## src/spq_pkg.sv

```systemverilog
// Shared types, widths and codes for the stable priority queue.
package spq_pkg;

    localparam int CAPACITY_DEF = 16;
    localparam int VALUE_W      = 32;
    localparam int PRIO_W       = 16;
    localparam int STATUS_W     = 2;
    localparam int FILL_W       = 5;

    // Request operation codes.
    localparam logic CMD_ENQ = 1'b0;
    localparam logic CMD_DEQ = 1'b1;

    // Result status codes.
    localparam logic [STATUS_W-1:0] STAT_DONE  = 2'd0;
    localparam logic [STATUS_W-1:0] STAT_FULL  = 2'd1;
    localparam logic [STATUS_W-1:0] STAT_EMPTY = 2'd2;

    // Controller states: no result pending, or a result held for the sink.
    typedef enum logic
    {
        ST_IDLE,
        ST_HOLD
    } ctl_state_t;

    // Commands from the controller to the datapath.
    typedef struct packed
    {
        logic                enq;
        logic                deq;
        logic                load;
        logic [STATUS_W-1:0] status;
    } ctl_cmd_t;

    // Status from the datapath to the controller.
    typedef struct packed
    {
        logic full;
        logic empty;
    } dp_stat_t;

endpackage

```

## src/spq_if.sv

```systemverilog
// Request and result channel interfaces of the stable priority queue.
interface spq_req_if
    import spq_pkg::*;
();
    logic                      valid;
    logic                      ready;
    logic                      cmd;
    logic signed [VALUE_W-1:0] value;
    logic signed [PRIO_W-1:0]  priority_req;

    modport source (output valid, output cmd, output value, output priority_req, input ready);
    modport sink (input valid, input cmd, input value, input priority_req, output ready);
endinterface

interface spq_rsp_if
    import spq_pkg::*;
();
    logic                      valid;
    logic                      ready;
    logic signed [VALUE_W-1:0] out_value;
    logic signed [PRIO_W-1:0]  out_priority;
    logic [STATUS_W-1:0]       status;
    logic [FILL_W-1:0]         fill_level;

    modport source (output valid, output out_value, output out_priority, output status,
                    output fill_level, input ready);
    modport sink (input valid, input out_value, input out_priority, input status,
                  input fill_level, output ready);
endinterface

```

## src/spq_ctl.sv

```systemverilog
// Controller of the stable priority queue: handshakes and operation decode.
module spq_ctl
    import spq_pkg::*;
(
    input  logic     clk,
    input  logic     rst_n,
    input  logic     in_valid,
    input  logic     in_cmd,
    output logic     in_ready,
    output logic     out_valid,
    input  logic     out_ready,
    input  dp_stat_t dp_stat,
    output ctl_cmd_t ctl_cmd
);

    ctl_state_t state_reg;
    ctl_state_t state_next;
    logic       accept;

    assign accept = in_valid && in_ready;

    always_ff @(posedge clk or negedge rst_n)
    begin
        if (!rst_n)
        begin
            state_reg <= ST_IDLE;
        end
        else
        begin
            state_reg <= state_next;
        end
    end

    // A new request fills the result register; a taken result empties it.
    always_comb
    begin
        state_next = state_reg;
        unique case (state_reg)
            ST_IDLE:
            begin
                if (accept)
                begin
                    state_next = ST_HOLD;
                end
            end
            ST_HOLD:
            begin
                if (out_ready && !accept)
                begin
                    state_next = ST_IDLE;
                end
            end
            default:
            begin
                state_next = ST_IDLE;
            end
        endcase
    end

    always_comb
    begin
        in_ready       = 1'b0;
        out_valid      = 1'b0;
        ctl_cmd        = '0;
        ctl_cmd.status = STAT_DONE;
        unique case (state_reg)
            ST_IDLE:
            begin
                in_ready = 1'b1;
            end
            ST_HOLD:
            begin
                in_ready  = out_ready;
                out_valid = 1'b1;
            end
            default:
            begin
                in_ready = 1'b0;
            end
        endcase
        // The handshake is formed from the ready computed just above.
        ctl_cmd.load = in_valid && in_ready;
        if (in_valid && in_ready)
        begin
            if (in_cmd == CMD_ENQ)
            begin
                if (dp_stat.full)
                begin
                    ctl_cmd.status = STAT_FULL;
                end
                else
                begin
                    ctl_cmd.enq = 1'b1;
                end
            end
            else
            begin
                if (dp_stat.empty)
                begin
                    ctl_cmd.status = STAT_EMPTY;
                end
                else
                begin
                    ctl_cmd.deq = 1'b1;
                end
            end
        end
    end

endmodule

```

## src/spq_dp.sv

```systemverilog
// Datapath of the stable priority queue: sorted cell array and result register.
module spq_dp
    import spq_pkg::*;
#(
    parameter int CAPACITY = CAPACITY_DEF
)
(
    input  logic                      clk,
    input  logic                      rst_n,
    input  ctl_cmd_t                  ctl_cmd,
    input  logic signed [VALUE_W-1:0] in_value,
    input  logic signed [PRIO_W-1:0]  in_prio,
    output dp_stat_t                  dp_stat,
    output logic signed [VALUE_W-1:0] out_value,
    output logic signed [PRIO_W-1:0]  out_priority,
    output logic [STATUS_W-1:0]       status,
    output logic [FILL_W-1:0]         fill_level
);

    localparam int CNT_W = $clog2(CAPACITY + 1);

    logic signed [VALUE_W-1:0] val_reg [CAPACITY];
    logic signed [PRIO_W-1:0]  prio_reg [CAPACITY];
    logic [CNT_W-1:0]          count_reg;
    logic [CNT_W-1:0]          count_next;
    logic [CAPACITY-1:0]       le;

    logic signed [VALUE_W-1:0] out_value_reg;
    logic signed [PRIO_W-1:0]  out_priority_reg;
    logic [STATUS_W-1:0]       status_reg;
    logic [FILL_W-1:0]         fill_reg;
    logic [CNT_W+FILL_W-1:0]   fill_wide;

    assign dp_stat.full  = (count_reg == CNT_W'(CAPACITY));
    assign dp_stat.empty = (count_reg == '0);

    // Each cell compares its own priority; the cells that stay in front form a prefix.
    for (genvar i = 0; i < CAPACITY; i++)
    begin : g_cell
        localparam logic [CNT_W-1:0] IDX = CNT_W'(i);

        assign le[i] = (IDX < count_reg) && (prio_reg[i] <= in_prio);

        always_ff @(posedge clk)
        begin
            if (ctl_cmd.enq && !le[i])
            begin
                if (i == 0)
                begin
                    val_reg[i]  <= in_value;
                    prio_reg[i] <= in_prio;
                end
                else
                begin
                    if (le[(i == 0) ? 0 : i - 1])
                    begin
                        val_reg[i]  <= in_value;
                        prio_reg[i] <= in_prio;
                    end
                    else
                    begin
                        val_reg[i]  <= val_reg[(i == 0) ? 0 : i - 1];
                        prio_reg[i] <= prio_reg[(i == 0) ? 0 : i - 1];
                    end
                end
            end
            else if (ctl_cmd.deq && (i < CAPACITY - 1))
            begin
                val_reg[i]  <= val_reg[(i < CAPACITY - 1) ? i + 1 : i];
                prio_reg[i] <= prio_reg[(i < CAPACITY - 1) ? i + 1 : i];
            end
        end
    end

    always_comb
    begin
        count_next = count_reg;
        if (ctl_cmd.enq)
        begin
            count_next = count_reg + 1'b1;
        end
        else if (ctl_cmd.deq)
        begin
            count_next = count_reg - 1'b1;
        end
    end

    assign fill_wide = {{FILL_W{1'b0}}, count_next};

    always_ff @(posedge clk or negedge rst_n)
    begin
        if (!rst_n)
        begin
            count_reg <= '0;
        end
        else
        begin
            count_reg <= count_next;
        end
    end

    always_ff @(posedge clk)
    begin
        if (ctl_cmd.load)
        begin
            out_value_reg    <= ctl_cmd.deq ? val_reg[0] : '0;
            out_priority_reg <= ctl_cmd.deq ? prio_reg[0] : '0;
            status_reg       <= ctl_cmd.status;
            fill_reg         <= fill_wide[FILL_W-1:0];
        end
    end

    assign out_value    = out_value_reg;
    assign out_priority = out_priority_reg;
    assign status       = status_reg;
    assign fill_level   = fill_reg;

    a_count_bound : assert property (@(posedge clk) disable iff (!rst_n)
        count_reg <= CNT_W'(CAPACITY))
        else $error("entry count exceeds capacity");

    a_one_op : assert property (@(posedge clk) disable iff (!rst_n)
        !(ctl_cmd.enq && ctl_cmd.deq))
        else $error("enqueue and dequeue issued together");

    a_enq_grows : assert property (@(posedge clk) disable iff (!rst_n)
        ctl_cmd.enq |=> count_reg == $past(count_reg) + 1'b1)
        else $error("enqueue did not grow the store");

    a_front_sorted : assert property (@(posedge clk) disable iff (!rst_n)
        (count_reg >= CNT_W'(2)) |-> (prio_reg[0] <= prio_reg[1]))
        else $error("front entries out of priority order");

endmodule

```

## src/stable_priority_queue.sv

```systemverilog
// Top level of the stable priority queue.
//
// The queue keeps up to CAPACITY entries sorted by ascending signed priority in
// a row of compare-and-shift cells, so equal priorities leave in arrival order.
// For every request the cells all compare the incoming priority against their
// own in parallel and then either hold, take the new entry or take their
// neighbor's, and the result is loaded into an output register in the same
// cycle. One request is accepted per cycle, also while a result still waits
// in that register, as long as the sink takes it in the same cycle; the sink's
// ready alone sets the rate. Each request yields exactly one result: an
// enqueue into a full store is rejected with status 1 and a dequeue from an
// empty store answers status 2, both with zero value and priority. The fill
// level is the entry count after the request, low five bits. The store needs
// no clearing after reset; only filled cells are read.
module stable_priority_queue
    import spq_pkg::*;
#(
    parameter int CAPACITY = CAPACITY_DEF
)
(
    input  logic       clk,
    input  logic       rst_n,
    spq_req_if.sink    req,
    spq_rsp_if.source  rsp
);

    ctl_cmd_t ctl_cmd;
    dp_stat_t dp_stat;

    // The controller owns both handshakes and decides what the request does.
    spq_ctl u_ctl
    (
        .clk       (clk),
        .rst_n     (rst_n),
        .in_valid  (req.valid),
        .in_cmd    (req.cmd),
        .in_ready  (req.ready),
        .out_valid (rsp.valid),
        .out_ready (rsp.ready),
        .dp_stat   (dp_stat),
        .ctl_cmd   (ctl_cmd)
    );

    // The datapath holds the sorted cells and the result register.
    spq_dp #(
        .CAPACITY (CAPACITY)
    ) u_dp
    (
        .clk          (clk),
        .rst_n        (rst_n),
        .ctl_cmd      (ctl_cmd),
        .in_value     (req.value),
        .in_prio      (req.priority_req),
        .dp_stat      (dp_stat),
        .out_value    (rsp.out_value),
        .out_priority (rsp.out_priority),
        .status       (rsp.status),
        .fill_level   (rsp.fill_level)
    );

endmodule
```

## src/flat_wrapper.sv

```systemverilog
// flat-port wrapper written by rule: the top's interface ports become plain ports
module stable_priority_queue_flat import spq_pkg::*;
#(
    parameter int CAPACITY = CAPACITY_DEF
)
  (clk, rst_n, req_valid, req_cmd, req_value, req_priority_req, req_ready, rsp_valid, rsp_out_value, rsp_out_priority, rsp_status, rsp_fill_level, rsp_ready);
  spq_req_if req_i ();
  spq_rsp_if rsp_i ();
  input  logic clk;
  input  logic rst_n;
  input wire logic [$bits(req_i.valid)-1:0] req_valid;
  input wire logic [$bits(req_i.cmd)-1:0] req_cmd;
  input wire logic [$bits(req_i.value)-1:0] req_value;
  input wire logic [$bits(req_i.priority_req)-1:0] req_priority_req;
  output wire logic [$bits(req_i.ready)-1:0] req_ready;
  output wire logic [$bits(rsp_i.valid)-1:0] rsp_valid;
  output wire logic [$bits(rsp_i.out_value)-1:0] rsp_out_value;
  output wire logic [$bits(rsp_i.out_priority)-1:0] rsp_out_priority;
  output wire logic [$bits(rsp_i.status)-1:0] rsp_status;
  output wire logic [$bits(rsp_i.fill_level)-1:0] rsp_fill_level;
  input wire logic [$bits(rsp_i.ready)-1:0] rsp_ready;
  assign req_i.valid = req_valid;
  assign req_i.cmd = req_cmd;
  assign req_i.value = req_value;
  assign req_i.priority_req = req_priority_req;
  assign req_ready = req_i.ready;
  assign rsp_valid = rsp_i.valid;
  assign rsp_out_value = rsp_i.out_value;
  assign rsp_out_priority = rsp_i.out_priority;
  assign rsp_status = rsp_i.status;
  assign rsp_fill_level = rsp_i.fill_level;
  assign rsp_i.ready = rsp_ready;
  stable_priority_queue #(.CAPACITY(CAPACITY)) u_core (.clk(clk), .rst_n(rst_n), .req(req_i), .rsp(rsp_i));
endmodule
```

## config.mk

```make
export PLATFORM = sky130hd
export DESIGN_NAME = stable_priority_queue_flat
export DESIGN_NICKNAME = d
export VERILOG_FILES = /design/src/spq_pkg.sv /design/src/spq_if.sv /design/src/spq_ctl.sv /design/src/spq_dp.sv /design/src/stable_priority_queue.sv /design/src/flat_wrapper.sv
export SDC_FILE = /design/constraint.sdc
export NUM_CORES = 2
export LEC_CHECK = 0
export BUFFER_PORTS_ARGS = -buffer_cell sky130_fd_sc_hd__buf_2
export CORE_UTILIZATION = 60
export DETAILED_ROUTE_END_ITERATION = 6
export PLACE_DENSITY = 0.77
export SYNTH_ARGS = -nofsm -noshare
export SYNTH_HDL_FRONTEND = slang
export SYNTH_SLANG_ARGS = --single-unit
```

## constraint.sdc

```tcl
create_clock -name clk -period 9.6 [get_ports clk]
set_input_delay 1.92 -clock clk [delete_from_list [all_inputs] [get_ports clk]]
set_output_delay 1.92 -clock clk [all_outputs]
set_load 0.02 [all_outputs]
```

==> impl_results.md <==
- Number of synthesis warnings: 0
- Slew margin rel.: 13.2%
- Dpl cell area: 44800 sq um
- Vias in the first global route: 33000
- Max-cap viol count: 0
- Total CTS buffers: 87
- Total global-route track usage: 35.2%
- Clk sinks: 829
- Mux contribution to synthesized area: 1.36%
- IO Count: 110
- Synth area leader: edfxtp_1
- IO buf count: 109
- Fin. Hold Viols: 0
- Layout area overhead: 9.26%
- Max Root-Sink Buffers: 3
- Async S/R FF share, synth: 0.724%
- Mapped Nets: 3880
- WL final: 132000 um
- Initial core utilization: 60.8%
- Kind of critical path: input pin to flop
- Slowest CP cell: nor2_4
- Die area: 73700 sq um
- Synth Instances: 3568
- Mapped Area: 43600 sq um
- Worst Max-Slew Pin Slew: 1.30 ns
- Clock Skews: 0.0204 ns
- GR Overflow Total: 0
- Synth Area in Adders: 7.44%
- Post-cts resize count: 0
- RSZ-0062 raised after global routing: no
- Hpwl dp: 82700 um
- Wire length per cell: 28.9 um
- DR DRC count: 1
- R2R cell count: 11
- Crit-path max FO: 40
- Largest net degree at the start of global routing: 113
- PwrDens: 241 nW/um^2
- Worst hold stages: 2
- Leak pwr: 17.5 nW
- Worst-Skew Late Latency: 0.66 ns
- Share of post-route cells with drive strength above 1: 12.0%
- Die Wd: 272 um
- Seq/Total Area, Yosys: 57.0%
- Critical path's most frequent cell: o21a_1
- Avg Inst Size Synth: 12.2 sq um
- GPL Wtd Cong: 0.954
- Fraction of the mapped netlist area in compound gates: 24.0%
- First-pass GRT wire length: 199000 um
- Post-Synth Simple-Gate Area: 6.75%
- Cts hold-fix bufs: 0
- Post-synth EDFFs: 823
- Htree depth: 3
- Primary FF master, synth: edfxtp_1
- Die H: 272 um
- Critical path data required time: 10.12 ns
- Synth top area cells: edfxtp_1 57%, ha_1 7.4%, a22oi_1 5.3%, o21ai_0 3.7%, a221o_1 3.2%
- CTS tree: yes
- Worst Setup End Kind: flop
- Peak Freq: 167 MHz
- Vias per std cell: 7.41
- Min Tclk post-route: 5.98 ns
- Fill count: 5129
- Clock transition at path regs: 0.06 ns
- Final worst-path cycle share: 62.3%
- Antenna violations before repair: 5
- Worst Hold Class: flop to flop
- Register area: 24900 sq um
- Slew Limit Fails: 0
- CP peak stage delay: 1.06 ns
- Area occupied by multi-input gates: 17600 sq um
- Via count: 33700
- Largest family of logic cells by synthesized area: compound AO/OA/AOI/OAI gates
- Final setup violating endpoints: 0
- Post-route cell area: 47600 sq um
- Root Driver: clkbuf_16
- Crit path launch type: input pin
- Netlist cell types: 70
- Layout Nets: 3847
- Failing checks: DRC
- CP Cell Sequence: buf_2 > inv_1 > ha_1 > nor2b_1 > o21a_1 > o21a_1 > o21a_1 > o21ai_0 > a21oi_4 > buf_4 > nor2_4 > a21o_1
- Core area: 71700 sq um
- DR pass1 iterations: 7
- XOR/XNOR Fraction of Synth Area: 0.0804%
- Area share of the leading cell type in the synthesized netlist: 56.7%
- Violation count after the first detailed-route iteration: 5169
- Post-CTS Setup Inserts: 0
- Number of synthesized register bits: 829
- Highest ir drop seen on vdd: 0.156 mV
- CP arrival: 6.50 ns
- Status: finished with violations
- Post-DRT Antenna Nets: 0
- Cell Rows: 98
- Max reg flops: 512
- Setup tns final: 0 ns
## kinds of logic after synthesis
family / count (synthesis)
muxes: 53
DFF: 829
buffers and inverters: 342
and+or+nand+nor: 633
AOI/OAI and AO/OA: 1448
xor gates and xnor gates: 4
adders and majority gates: 259
## cells in the mapped netlist, types with 51 or more instances
master      n
a21o_1    169
a21oi_1   132
a221o_1   141
a22o_1    131
a22oi_1   305
a31oi_1    52
and2_1     51
buf_2      56
clkbuf_1  172
edfxtp_1  823
ha_1      259
nand2_1   244
nor2_1    143
nor3_1     53
o21ai_0   326
## worst paths after layout
kind                                             from                    endpoint  slack, ns
setup / recovery                  req_priority_req[1]  u_core.u_dp.val_reg[0][76]       3.62
hold / removal             u_core.u_dp.val_reg[0][46]  u_core.u_dp.val_reg[0][14]       0.56
setup reg to reg             u_core.u_dp.count_reg[1]  u_core.u_dp.val_reg[1][52]       4.96
hold reg to reg            u_core.u_dp.val_reg[0][46]  u_core.u_dp.val_reg[0][14]       0.56
max in group asynchronous                       rst_n      u_core.u_ctl.state_reg       8.15
min in group asynchronous                       rst_n    u_core.u_dp.count_reg[1]       1.17
## final cells by class
class                   instances  area share (%)
clock inverters                51            1.05
multi-input cells            2397            36.9
inverters                      50           0.394
clock buffers                 103            4.79
diodes                          2          0.0105
flip-flops and latches        829            52.2
well taps                     950            2.50
repair buffers                170            2.11
## routing by layer
metal | vias up | wire [um] | global-route usage (%)
met2 | 2495 | 59300 | 53.8
met1 | 16600 | 51200 | 50.1
met3 | 290 | 17300 | 7.96
met5 | - | 13 | 0
li1 | 14300 | - | -
met4 | 2 | 3710 | 11.5
## worst max-delay path: cells and delay by family
family	cells	cell delay [ns]
AND/OR/NAND/NOR	2	1.20
buffers and inverters	3	1.22
AO/OA/AOI/OAI	6	1.70
adder cells (fa/ha/maj)	1	0.38
## per-stage QoR
| step | worst slack [ns] | hold slack, ns | instances | power, mW | util (%) |
|---|---|---|---|---|---|
| final | 3.62 | 0.556 | 4552 | 11.5 | 66.4 |
| after CTS | 3.82 | 0.558 | 4550 | 11.4 | 66.4 |
| after detailed placement | 3.14 | 0.540 | 4396 | 8.06 | 62.5 |
| after global routing | 3.47 | 0.575 | 4550 | 11.9 | 66.4 |
| after floorplan | 2.00 | 0.519 | 3568 | 7.08 | - |
| after global placement | 3.27 | 0.536 | 4396 | 7.92 | 62.5 |
## report_power, final
part | switching (mW) | leakage [nW] | internal, mW
Combinational | 1.76 | 8.27 | 0.939
Sequential | 0.501 | 7.87 | 4.90
Clock | 1.48 | 1.36 | 1.92
## placed cells by master (no fill, tap or decap), drive strengths merged, types with 53 or more instances in the layout
cell type  count
inv           54
a22oi        306
ha           259
buf          170
nor3          53
a21o         169
a221o        141
edfxtp       823
nor2         143
a21oi        133
a22o         131
o21ai        326
nand2        245
clkbuf       103
Note: power is estimated with default switching activity, not from simulation.
